==> config.mk <==
export PLATFORM = sky130hd
export DESIGN_NAME = matrix3_rational_inverse
export DESIGN_NICKNAME = d
export VERILOG_FILES = /design/src/hw/rtl/m3ri_pkg.sv /design/src/hw/rtl/m3ri_front.sv /design/src/hw/rtl/m3ri_queue.sv /design/src/hw/rtl/m3ri_div.sv /design/src/hw/rtl/m3ri_back.sv /design/src/hw/rtl/matrix3_rational_inverse.sv
export SDC_FILE = /design/constraint.sdc
export NUM_CORES = 2
export LEC_CHECK = 0
export CAP_MARGIN = 20
export CORE_MARGIN = 2
export CORE_UTILIZATION = 55
export DETAILED_ROUTE_END_ITERATION = 10
export DONT_BUFFER_PORTS = 1
export PLACE_DENSITY = 0.76
export REMOVE_ABC_BUFFERS = 1
export SKIP_LAST_GASP = 1
export SLEW_MARGIN = 10
export SYNTH_ARGS = -nofsm -noshare
export SYNTH_HDL_FRONTEND = slang
export SYNTH_SLANG_ARGS = --single-unit
==> constraint.sdc <==
create_clock -name i_clk -period 45.6 [get_ports i_clk]
set_input_delay 9.12 -clock i_clk [delete_from_list [all_inputs] [get_ports i_clk]]
set_output_delay 9.12 -clock i_clk [all_outputs]
set_load 0.005 [all_outputs]
==> src/hw/rtl/m3ri_pkg.sv <==
`timescale 1ns / 1ps
`default_nettype none
// ----------------------------------------------------------------------------
// m3ri_pkg
// Shared types and constants of the 3x3 rational inverse block.
// ----------------------------------------------------------------------------
package m3ri_pkg;

    localparam int ACC_W = 64;   // working width, arithmetic wraps here
    localparam int IDX_W = 4;
    localparam int NUM_W = 32;
    localparam int DEN_W = 48;
    localparam int DET_W = 49;
    localparam int OUT_W = 136;  // result fields packed, padded to bytes

    // multiply sequence: 18 cofactor products, then 6 determinant partials
    localparam logic [4:0] STEP_DET0 = 5'd18;
    localparam logic [4:0] STEP_LAST = 5'd23;
    localparam logic [3:0] ENTRY_LAST = 4'd8;

    // one inverse entry handed from front to back
    typedef struct packed {
        logic [IDX_W-1:0] idx;
        logic [ACC_W-1:0] adj;
        logic [ACC_W-1:0] det;
        logic             sing;
        logic             last;
    } t_job;

    typedef enum logic [1:0] {
        F_IDLE,
        F_MUL,
        F_PUSH
    } t_fstate;

    typedef enum logic [2:0] {
        B_IDLE,
        B_GCD,
        B_GWAIT,
        B_QWAIT,
        B_DWAIT,
        B_OUT
    } t_bstate;

endpackage
`default_nettype wire

==> src/hw/rtl/m3ri_front.sv <==
`timescale 1ns / 1ps
`default_nettype none
// ----------------------------------------------------------------------------
// m3ri_front
// Takes a matrix beat, forms the cofactors and the determinant on one shared
// multiplier, then queues one job per inverse entry (or one singular job).
// ----------------------------------------------------------------------------
module m3ri_front #(
    parameter int EW = 16
) (
    input  wire                 i_clk,
    input  wire                 i_rst_n,
    input  wire                 i_valid,
    output logic                o_ready,
    input  wire  [9*EW-1:0]     i_elems,
    output logic                o_job_valid,
    input  wire                 i_job_ready,
    output m3ri_pkg::t_job      o_job
);

    localparam int PW = EW + 33;

    m3ri_pkg::t_fstate r_state, n_state;

    logic signed [EW-1:0]                r_m [9];
    logic [m3ri_pkg::ACC_W-1:0]          r_cof [9];
    logic [m3ri_pkg::ACC_W-1:0]          r_acc, r_det, r_prod;
    logic [4:0]                          r_step, r_pstep;
    logic                                r_iss, r_pv;
    logic [3:0]                          r_k;

    logic signed [EW-1:0]   w_a;
    logic signed [32:0]     w_b;
    logic signed [PW-1:0]   w_prod;
    logic [m3ri_pkg::ACC_W-1:0] w_adj;
    logic                   w_sing;

    // operand selection for the current multiply step
    always_comb begin
        w_a = r_m[0];
        w_b = 33'(r_m[0]);
        case (r_step)
            5'd0:  begin w_a = r_m[4]; w_b = 33'(r_m[8]); end
            5'd1:  begin w_a = r_m[5]; w_b = 33'(r_m[7]); end
            5'd2:  begin w_a = r_m[5]; w_b = 33'(r_m[6]); end
            5'd3:  begin w_a = r_m[3]; w_b = 33'(r_m[8]); end
            5'd4:  begin w_a = r_m[3]; w_b = 33'(r_m[7]); end
            5'd5:  begin w_a = r_m[4]; w_b = 33'(r_m[6]); end
            5'd6:  begin w_a = r_m[7]; w_b = 33'(r_m[2]); end
            5'd7:  begin w_a = r_m[8]; w_b = 33'(r_m[1]); end
            5'd8:  begin w_a = r_m[8]; w_b = 33'(r_m[0]); end
            5'd9:  begin w_a = r_m[6]; w_b = 33'(r_m[2]); end
            5'd10: begin w_a = r_m[6]; w_b = 33'(r_m[1]); end
            5'd11: begin w_a = r_m[7]; w_b = 33'(r_m[0]); end
            5'd12: begin w_a = r_m[1]; w_b = 33'(r_m[5]); end
            5'd13: begin w_a = r_m[2]; w_b = 33'(r_m[4]); end
            5'd14: begin w_a = r_m[2]; w_b = 33'(r_m[3]); end
            5'd15: begin w_a = r_m[0]; w_b = 33'(r_m[5]); end
            5'd16: begin w_a = r_m[0]; w_b = 33'(r_m[4]); end
            5'd17: begin w_a = r_m[1]; w_b = 33'(r_m[3]); end
            // determinant partials: low half unsigned, high half signed
            5'd18: begin w_a = r_m[0]; w_b = {1'b0, r_cof[0][31:0]}; end
            5'd19: begin w_a = r_m[0]; w_b = {r_cof[0][63], r_cof[0][63:32]}; end
            5'd20: begin w_a = r_m[1]; w_b = {1'b0, r_cof[1][31:0]}; end
            5'd21: begin w_a = r_m[1]; w_b = {r_cof[1][63], r_cof[1][63:32]}; end
            5'd22: begin w_a = r_m[2]; w_b = {1'b0, r_cof[2][31:0]}; end
            5'd23: begin w_a = r_m[2]; w_b = {r_cof[2][63], r_cof[2][63:32]}; end
            default: begin w_a = r_m[0]; w_b = 33'(r_m[0]); end
        endcase
    end

    assign w_prod = w_a * w_b;

    // adjugate entry k is cofactor (column, row)
    always_comb begin
        case (r_k)
            4'd0:    w_adj = r_cof[0];
            4'd1:    w_adj = r_cof[3];
            4'd2:    w_adj = r_cof[6];
            4'd3:    w_adj = r_cof[1];
            4'd4:    w_adj = r_cof[4];
            4'd5:    w_adj = r_cof[7];
            4'd6:    w_adj = r_cof[2];
            4'd7:    w_adj = r_cof[5];
            4'd8:    w_adj = r_cof[8];
            default: w_adj = r_cof[0];
        endcase
    end

    assign w_sing = (r_det == '0);

    // next state and handshakes
    always_comb begin
        n_state     = r_state;
        o_ready     = 1'b0;
        o_job_valid = 1'b0;
        case (r_state)
            m3ri_pkg::F_IDLE: begin
                o_ready = 1'b1;
                if (i_valid) n_state = m3ri_pkg::F_MUL;
            end
            m3ri_pkg::F_MUL: begin
                if (r_pv && r_pstep == m3ri_pkg::STEP_LAST) n_state = m3ri_pkg::F_PUSH;
            end
            m3ri_pkg::F_PUSH: begin
                o_job_valid = 1'b1;
                if (i_job_ready && o_job.last) n_state = m3ri_pkg::F_IDLE;
            end
            default: n_state = m3ri_pkg::F_IDLE;
        endcase
    end

    assign o_job.idx  = w_sing ? 4'd0 : r_k;
    assign o_job.adj  = w_adj;
    assign o_job.det  = r_det;
    assign o_job.sing = w_sing;
    assign o_job.last = w_sing || (r_k == m3ri_pkg::ENTRY_LAST);

    always_ff @(posedge i_clk) begin
        if (!i_rst_n) r_state <= m3ri_pkg::F_IDLE;
        else          r_state <= n_state;
    end

    // control counters
    always_ff @(posedge i_clk) begin
        if (!i_rst_n) begin
            r_step  <= '0;
            r_pstep <= '0;
            r_iss   <= 1'b0;
            r_pv    <= 1'b0;
            r_k     <= '0;
        end else begin
            r_pv    <= r_iss;
            r_pstep <= r_step;
            if (r_state == m3ri_pkg::F_IDLE && i_valid) begin
                r_step <= '0;
                r_iss  <= 1'b1;
                r_k    <= '0;
            end else if (r_iss) begin
                if (r_step == m3ri_pkg::STEP_LAST) r_iss <= 1'b0;
                else                               r_step <= r_step + 5'd1;
            end
            if (r_state == m3ri_pkg::F_PUSH && i_job_ready) r_k <= r_k + 4'd1;
        end
    end

    // datapath: element capture, product register, accumulation
    always_ff @(posedge i_clk) begin
        if (r_state == m3ri_pkg::F_IDLE && i_valid) begin
            for (int e = 0; e < 9; e++) r_m[e] <= i_elems[e*EW +: EW];
        end
        r_prod <= {{(m3ri_pkg::ACC_W-PW){w_prod[PW-1]}}, w_prod};
        if (r_pv) begin
            if (r_pstep < m3ri_pkg::STEP_DET0) begin
                if (!r_pstep[0]) r_acc <= r_prod;
                else             r_cof[r_pstep[4:1]] <= r_acc - r_prod;
            end else begin
                r_det <= ((r_pstep == m3ri_pkg::STEP_DET0) ? '0 : r_det)
                       + (r_pstep[0] ? {r_prod[31:0], 32'd0} : r_prod);
            end
        end
    end

endmodule
`default_nettype wire

==> src/hw/rtl/m3ri_queue.sv <==
`timescale 1ns / 1ps
`default_nettype none
// ----------------------------------------------------------------------------
// m3ri_queue
// Four-deep job queue between the front and the back.
// ----------------------------------------------------------------------------
module m3ri_queue (
    input  wire             i_clk,
    input  wire             i_rst_n,
    input  wire             i_valid,
    output logic            o_ready,
    input  m3ri_pkg::t_job  i_job,
    output logic            o_valid,
    input  wire             i_ready,
    output m3ri_pkg::t_job  o_job
);

    m3ri_pkg::t_job r_mem [4];
    logic [1:0]     r_wp, r_rp;
    logic [2:0]     r_cnt;
    logic           w_push, w_pop;

    assign o_ready = (r_cnt != 3'd4);
    assign o_valid = (r_cnt != 3'd0);
    assign o_job   = r_mem[r_rp];
    assign w_push  = i_valid && o_ready;
    assign w_pop   = o_valid && i_ready;

    // pointers and fill level
    always_ff @(posedge i_clk) begin
        if (!i_rst_n) begin
            r_wp  <= '0;
            r_rp  <= '0;
            r_cnt <= '0;
        end else begin
            if (w_push) r_wp <= r_wp + 2'd1;
            if (w_pop)  r_rp <= r_rp + 2'd1;
            r_cnt <= r_cnt + {2'd0, w_push} - {2'd0, w_pop};
        end
    end

    always_ff @(posedge i_clk) begin
        if (w_push) r_mem[r_wp] <= i_job;
    end

endmodule
`default_nettype wire

==> src/hw/rtl/m3ri_div.sv <==
`timescale 1ns / 1ps
`default_nettype none
// ----------------------------------------------------------------------------
// m3ri_div
// Unsigned 64-bit restoring divider, one quotient bit per cycle.
// ----------------------------------------------------------------------------
module m3ri_div (
    input  wire         i_clk,
    input  wire         i_rst_n,
    input  wire         i_start,
    input  wire  [63:0] i_dvd,
    input  wire  [63:0] i_dvs,
    output logic        o_done,
    output logic [63:0] o_quo,
    output logic [63:0] o_rem
);

    logic [63:0] r_q, r_rem, r_dvs;
    logic [5:0]  r_cnt;
    logic        r_busy, r_done;
    logic [64:0] w_sh, w_diff;

    assign w_sh   = {r_rem, r_q[63]};
    assign w_diff = w_sh - {1'b0, r_dvs};
    assign o_done = r_done;
    assign o_quo  = r_q;
    assign o_rem  = r_rem;

    // control
    always_ff @(posedge i_clk) begin
        if (!i_rst_n) begin
            r_busy <= 1'b0;
            r_done <= 1'b0;
            r_cnt  <= '0;
        end else begin
            r_done <= 1'b0;
            if (i_start) begin
                r_busy <= 1'b1;
                r_cnt  <= '0;
            end else if (r_busy) begin
                r_cnt <= r_cnt + 6'd1;
                if (r_cnt == 6'd63) begin
                    r_busy <= 1'b0;
                    r_done <= 1'b1;
                end
            end
        end
    end

    // shift and trial subtract
    always_ff @(posedge i_clk) begin
        if (i_start) begin
            r_q   <= i_dvd;
            r_rem <= '0;
            r_dvs <= i_dvs;
        end else if (r_busy) begin
            if (!w_diff[64]) begin
                r_rem <= w_diff[63:0];
                r_q   <= {r_q[62:0], 1'b1};
            end else begin
                r_rem <= w_sh[63:0];
                r_q   <= {r_q[62:0], 1'b0};
            end
        end
    end

endmodule
`default_nettype wire

==> src/hw/rtl/m3ri_back.sv <==
`timescale 1ns / 1ps
`default_nettype none
// ----------------------------------------------------------------------------
// m3ri_back
// Reduces one adjugate entry over the determinant: Euclid gcd on the shared
// divider, then two exact divisions, into a registered result beat.
// ----------------------------------------------------------------------------
module m3ri_back (
    input  wire                          i_clk,
    input  wire                          i_rst_n,
    input  wire                          i_job_valid,
    output logic                         o_job_ready,
    input  m3ri_pkg::t_job               i_job,
    output logic                         o_valid,
    input  wire                          i_ready,
    output logic [m3ri_pkg::OUT_W-1:0]   o_data,
    output logic                         o_user,
    output logic                         o_last
);

    m3ri_pkg::t_bstate r_state, n_state;

    logic [63:0] r_a, r_b, r_amag, r_dmag, r_q, r_den, r_det;
    logic [3:0]  r_idx;
    logic        r_neg, r_sing, r_last, r_ovalid;
    logic [m3ri_pkg::OUT_W-1:0] r_odata;
    logic        r_ouser, r_olast;

    logic        w_start, w_done;
    logic [63:0] w_dvd, w_dvs, w_quo, w_rem, w_amag, w_dmag, w_num;
    logic        w_load;

    assign w_amag = i_job.adj[63] ? (64'd0 - i_job.adj) : i_job.adj;
    assign w_dmag = i_job.det[63] ? (64'd0 - i_job.det) : i_job.det;
    assign w_num  = r_neg ? (64'd0 - r_q) : r_q;

    m3ri_div u_div (
        .i_clk   (i_clk),
        .i_rst_n (i_rst_n),
        .i_start (w_start),
        .i_dvd   (w_dvd),
        .i_dvs   (w_dvs),
        .o_done  (w_done),
        .o_quo   (w_quo),
        .o_rem   (w_rem)
    );

    // sequencer
    always_comb begin
        n_state     = r_state;
        o_job_ready = 1'b0;
        w_start     = 1'b0;
        w_dvd       = r_a;
        w_dvs       = r_b;
        w_load      = 1'b0;
        case (r_state)
            m3ri_pkg::B_IDLE: begin
                o_job_ready = 1'b1;
                if (i_job_valid) begin
                    if (i_job.sing || w_amag == '0) n_state = m3ri_pkg::B_OUT;
                    else                            n_state = m3ri_pkg::B_GCD;
                end
            end
            m3ri_pkg::B_GCD: begin
                w_start = 1'b1;
                if (r_b == '0) begin
                    // gcd found in r_a
                    w_dvd   = r_amag;
                    w_dvs   = r_a;
                    n_state = m3ri_pkg::B_QWAIT;
                end else begin
                    n_state = m3ri_pkg::B_GWAIT;
                end
            end
            m3ri_pkg::B_GWAIT: begin
                if (w_done) n_state = m3ri_pkg::B_GCD;
            end
            m3ri_pkg::B_QWAIT: begin
                if (w_done) begin
                    w_start = 1'b1;
                    w_dvd   = r_dmag;
                    w_dvs   = r_a;
                    n_state = m3ri_pkg::B_DWAIT;
                end
            end
            m3ri_pkg::B_DWAIT: begin
                if (w_done) n_state = m3ri_pkg::B_OUT;
            end
            m3ri_pkg::B_OUT: begin
                if (!r_ovalid || i_ready) begin
                    w_load  = 1'b1;
                    n_state = m3ri_pkg::B_IDLE;
                end
            end
            default: n_state = m3ri_pkg::B_IDLE;
        endcase
    end

    always_ff @(posedge i_clk) begin
        if (!i_rst_n) r_state <= m3ri_pkg::B_IDLE;
        else          r_state <= n_state;
    end

    // working registers
    always_ff @(posedge i_clk) begin
        case (r_state)
            m3ri_pkg::B_IDLE: begin
                r_idx  <= i_job.idx;
                r_sing <= i_job.sing;
                r_last <= i_job.last;
                r_det  <= i_job.det;
                r_neg  <= i_job.adj[63] ^ i_job.det[63];
                r_amag <= w_amag;
                r_dmag <= w_dmag;
                r_a    <= w_amag;
                r_b    <= w_dmag;
                r_q    <= '0;
                r_den  <= 64'd1;
            end
            m3ri_pkg::B_GWAIT: begin
                if (w_done) begin
                    r_a <= r_b;
                    r_b <= w_rem;
                end
            end
            m3ri_pkg::B_QWAIT: begin
                if (w_done) r_q <= w_quo;
            end
            m3ri_pkg::B_DWAIT: begin
                if (w_done) r_den <= w_quo;
            end
            default: ;
        endcase
    end

    // output register
    always_ff @(posedge i_clk) begin
        if (!i_rst_n) begin
            r_ovalid <= 1'b0;
        end else if (w_load) begin
            r_ovalid <= 1'b1;
        end else if (i_ready) begin
            r_ovalid <= 1'b0;
        end
    end

    always_ff @(posedge i_clk) begin
        if (w_load) begin
            r_odata <= {2'b00,
                        r_det[m3ri_pkg::DET_W-1:0],
                        !r_sing && (r_den == 64'd1),
                        r_den[m3ri_pkg::DEN_W-1:0],
                        w_num[m3ri_pkg::NUM_W-1:0],
                        r_idx};
            r_ouser <= r_sing;
            r_olast <= r_last;
        end
    end

    assign o_valid = r_ovalid;
    assign o_data  = r_odata;
    assign o_user  = r_ouser;
    assign o_last  = r_olast;

endmodule
`default_nettype wire

==> src/hw/rtl/matrix3_rational_inverse.sv <==
`timescale 1ns / 1ps
`default_nettype none
// ----------------------------------------------------------------------------
// matrix3_rational_inverse
// Exact rational inverse of a signed 3x3 integer matrix.
// ----------------------------------------------------------------------------
// Usage:
//  One input beat carries a whole matrix, elements row-major from the low
//  bits. For a singular matrix one result beat comes out, tuser high. Else
//  nine beats come out in row-major order, each a reduced fraction
//  adj/det with a positive denominator; tlast marks the final beat.
//  Flow: the front forms the products on its one multiplier before its
//  first job, then queues up to nine jobs. The back shares one 64-bit
//  bit-serial divider: each nonzero entry costs (Euclid steps + 2)
//  divisions, so the time a matrix takes is set by the number of Euclid
//  remainder steps. Singular matrices and zero entries need no division.
//  The front accepts the next matrix once its jobs are all queued, so it
//  overlaps the back's work. A stalled receiver holds the result register;
//  the back then waits and the queue fills, which stops the front.
//  Reset (synchronous, active low) empties the queue and idles both parts.
// ----------------------------------------------------------------------------
module matrix3_rational_inverse #(
    parameter int ELEMENT_WIDTH = 16
) (
    input  wire                          i_clk,
    input  wire                          i_rst_n,
    input  wire                          s_axis_tvalid,
    output logic                         s_axis_tready,
    // m00, m01, m02, m10, m11, m12, m20, m21, m22 from bit 0 up, zero padded
    input  wire  [((9*ELEMENT_WIDTH+7)/8)*8-1:0] s_axis_tdata,
    output logic                         m_axis_tvalid,
    input  wire                          m_axis_tready,
    // entry_index, numerator, denominator, is_integer, det_value from bit 0
    output logic [m3ri_pkg::OUT_W-1:0]   m_axis_tdata,
    // singular
    output logic                         m_axis_tuser,
    output logic                         m_axis_tlast
);

    m3ri_pkg::t_job w_fjob, w_bjob;
    logic w_fvalid, w_fready, w_bvalid, w_bready;

    m3ri_front #(
        .EW (ELEMENT_WIDTH)
    ) u_front (
        .i_clk       (i_clk),
        .i_rst_n     (i_rst_n),
        .i_valid     (s_axis_tvalid),
        .o_ready     (s_axis_tready),
        .i_elems     (s_axis_tdata[9*ELEMENT_WIDTH-1:0]),
        .o_job_valid (w_fvalid),
        .i_job_ready (w_fready),
        .o_job       (w_fjob)
    );

    m3ri_queue u_queue (
        .i_clk   (i_clk),
        .i_rst_n (i_rst_n),
        .i_valid (w_fvalid),
        .o_ready (w_fready),
        .i_job   (w_fjob),
        .o_valid (w_bvalid),
        .i_ready (w_bready),
        .o_job   (w_bjob)
    );

    m3ri_back u_back (
        .i_clk       (i_clk),
        .i_rst_n     (i_rst_n),
        .i_job_valid (w_bvalid),
        .o_job_ready (w_bready),
        .i_job       (w_bjob),
        .o_valid     (m_axis_tvalid),
        .i_ready     (m_axis_tready),
        .o_data      (m_axis_tdata),
        .o_user      (m_axis_tuser),
        .o_last      (m_axis_tlast)
    );

endmodule
`default_nettype wire

==> flow_summary.ini <==
[outcome]
run_status = completed

[grt]
grt_max_degree = 97
grt_pass1_vias = 71500
grt_overflow = 0
grt_pass1_wl_um = 456000
track_usage_pct = 30.8
antenna_found_initial = 8

[route]
ant_nets = 0
vias = 72900
drc = 0
dr.pass1.iters = 7
drt-wirelength-per-cell_um = 26.9
viasPerCell = 6.38
drt_iter0_drc = 9041
routed_wl_um = 307000

[critical_path]
crit_path_start_kind = flip-flop
cp_common_cell = fa_1
cpPeakStageDelay_ps = 780
critPathSlowestCell = a21oi_2
path_buf_inv = 8
crit_type = flip-flop to flip-flop
arrival_ps = 11940
cp.required_ps = 46240
crit_family = adder cells
critPathCaptureType = flip-flop
path_max_fanout = 43

[die]
die_area_mm2 = 0.198
start_util_pct = 55.4
core_mm2 = 0.193
top_level_ports = 288
fp-row-count = 161
die_h_um = 445
fp.dieW_um = 445

[finish]
drive_above_1_share_pct = 7.89
fin_util_pct = 60.3
multi_input_area_mm2 = 0.0436
final_cell_mix = edfxtp_1, nor2_1, inv_1
design_area_mm2 = 0.116
area_delta_synth_final_pct = 8.84
final-instance-count-excl-fill = 11400
seqCellArea_mm2 = 0.0589
layout_commonest_cell = edfxtp_1
fillers = 14500
final_nets = 9703

[sta]
finClkSkew_ps = 101
slew_violations = 0
slew_headroom_pct = 17.9
tightest_slew_ps = 1230
finalCriticalPeriod_ps = 11300
hold_viol_final = 0
fmax_mhz = 88.5
tns_ps = 0
rsz0062_at_grt = false
period_share_pct = 24.8
finalSetupViolations = 0

[placed_design]
gp_congestion = 0.995
hpwlAfterDp_um = 217000
placed_cell_area_mm2 = 0.110
numPortBuffers = 0
place_inst = 11100

[yosys]
async_flop_share_pct = 0
yosys_register_bits = 2010
synth_ff_type = edfxtp_1
synthTopCellsByArea = edfxtp_1, fa_1, ha_1, nor2_1, inv_1
avgSynthCellArea_um2 = 12.1
yosysWarnings = 0
synth_cell_types = 94
yosysTopAreaCell = edfxtp_1
syn-cell-area_mm2 = 0.107
synth-seq-area-share_pct = 55.1
synth_edf_count = 1858
netlist.area_leader.share_pct = 52.2
syn_inst = 8813

[job]
max_cap_viol_count = 0

[clock_network]
clock_latency_ps = 860
cts_sinks = 2010
htreeDepth = 4
post_cts_buffers = 0
clkTransAtPathRegs_ps = 60
root_buffer = clkbuf_16
cts_resized = 0
cts_hold_buffers = 0
numCtsBuffers = 195
clk_path_buf_depth = 3
tritoncts = done

[min_path]
worstHoldPathType = flip-flop to flip-flop
[cell families after synthesis]
| logic type | count (synthesis) | synth area share (%) |
|---|---|---|
| AOI/OAI and AO/OA | 1697 | 10.6 |
| xor gates and xnor gates | 358 | 2.95 |
| adders and majority gates | 815 | 13.1 |
| buffers and inverters | 1238 | 4.50 |
| DFF | 2010 | 55.1 |
| muxes | 168 | 2.98 |
| other | 1 | 0.00351 |
| and+or+nand+nor | 2526 | 10.8 |
[flip-flops by register name (all words and copies together), names as in the netlist, 63 cells and up, named ones only]
signal              count
u_queue.r_mem         480
u_back.r_dmag          63
u_back.r_b             64
u_front.r_cof         450
u_front.r_det          64
u_back.r_amag          64
u_back.u_div.r_dvs     64
u_back.r_den           64
u_back.r_a             64
u_back.o_data         134
u_front.r_m           144
u_back.u_div.o_quo     64
u_back.u_div.o_rem     64
[area by class of cell]
| type | instances | area share [%] |
|---|---|---|
| Clock inverter | 126 | 1.19 |
| Clock buffer | 230 | 4.36 |
| Multi-Input combinational cell | 5580 | 37.5 |
| Antenna cell | 4 | 0.00861 |
| Inverter | 814 | 2.63 |
| Tap cell | 2526 | 2.72 |
| Sequential cell | 2010 | 50.6 |
| Timing Repair Buffer | 139 | 0.966 |
[Yosys cell counts (all sizes together), types with 110 or more instances]
master	number
a21o	141
a21oi	418
a221oi	140
a22oi	226
and3	139
clkbuf	368
dfxtp	152
edfxtp	1858
fa	504
ha	311
inv	813
mux4	118
nand2	805
nand4	125
nor2	899
nor2b	110
o21ai	342
xnor2	235
xor2	123
[per-stage QoR]
step | setup slack (ps) | hold slack, ps
final | 34300 | 414
after global routing | 33630 | 421
after CTS | 34380 | 416
after detailed placement | 33870 | 405
after global placement | 33910 | 403
after floorplan | 29700 | 400
[path summary, 6_finish.rpt]
check                                 start                           to  slack, ps  cells past startpoint
max          u_front.r_step[3]$_SDFFE_PP0P_   u_front.r_prod[48]$_DFF_P_      34300                     37
min               u_back.r_det[2]$_DFFE_PP_  u_back.o_data[87]$_DFFE_PP_        410                      0
max reg2reg  u_front.r_step[3]$_SDFFE_PP0P_   u_front.r_prod[48]$_DFF_P_      34300                     37
min reg2reg       u_back.r_det[2]$_DFFE_PP_  u_back.o_data[87]$_DFFE_PP_        410                      0
[metal layers]
metal	vias to the layer above	GRT usage, %	share of wire [%]
met1	36000	40.0	37
li1	31500	-	-
met5	-	0	0.054
met3	821	6.43	11
met2	4600	48.4	46
met4	8	17.5	6.7
Power is not shown: default switching activity piles up to over one toggle a cycle in this logic, so the estimate is an artifact.
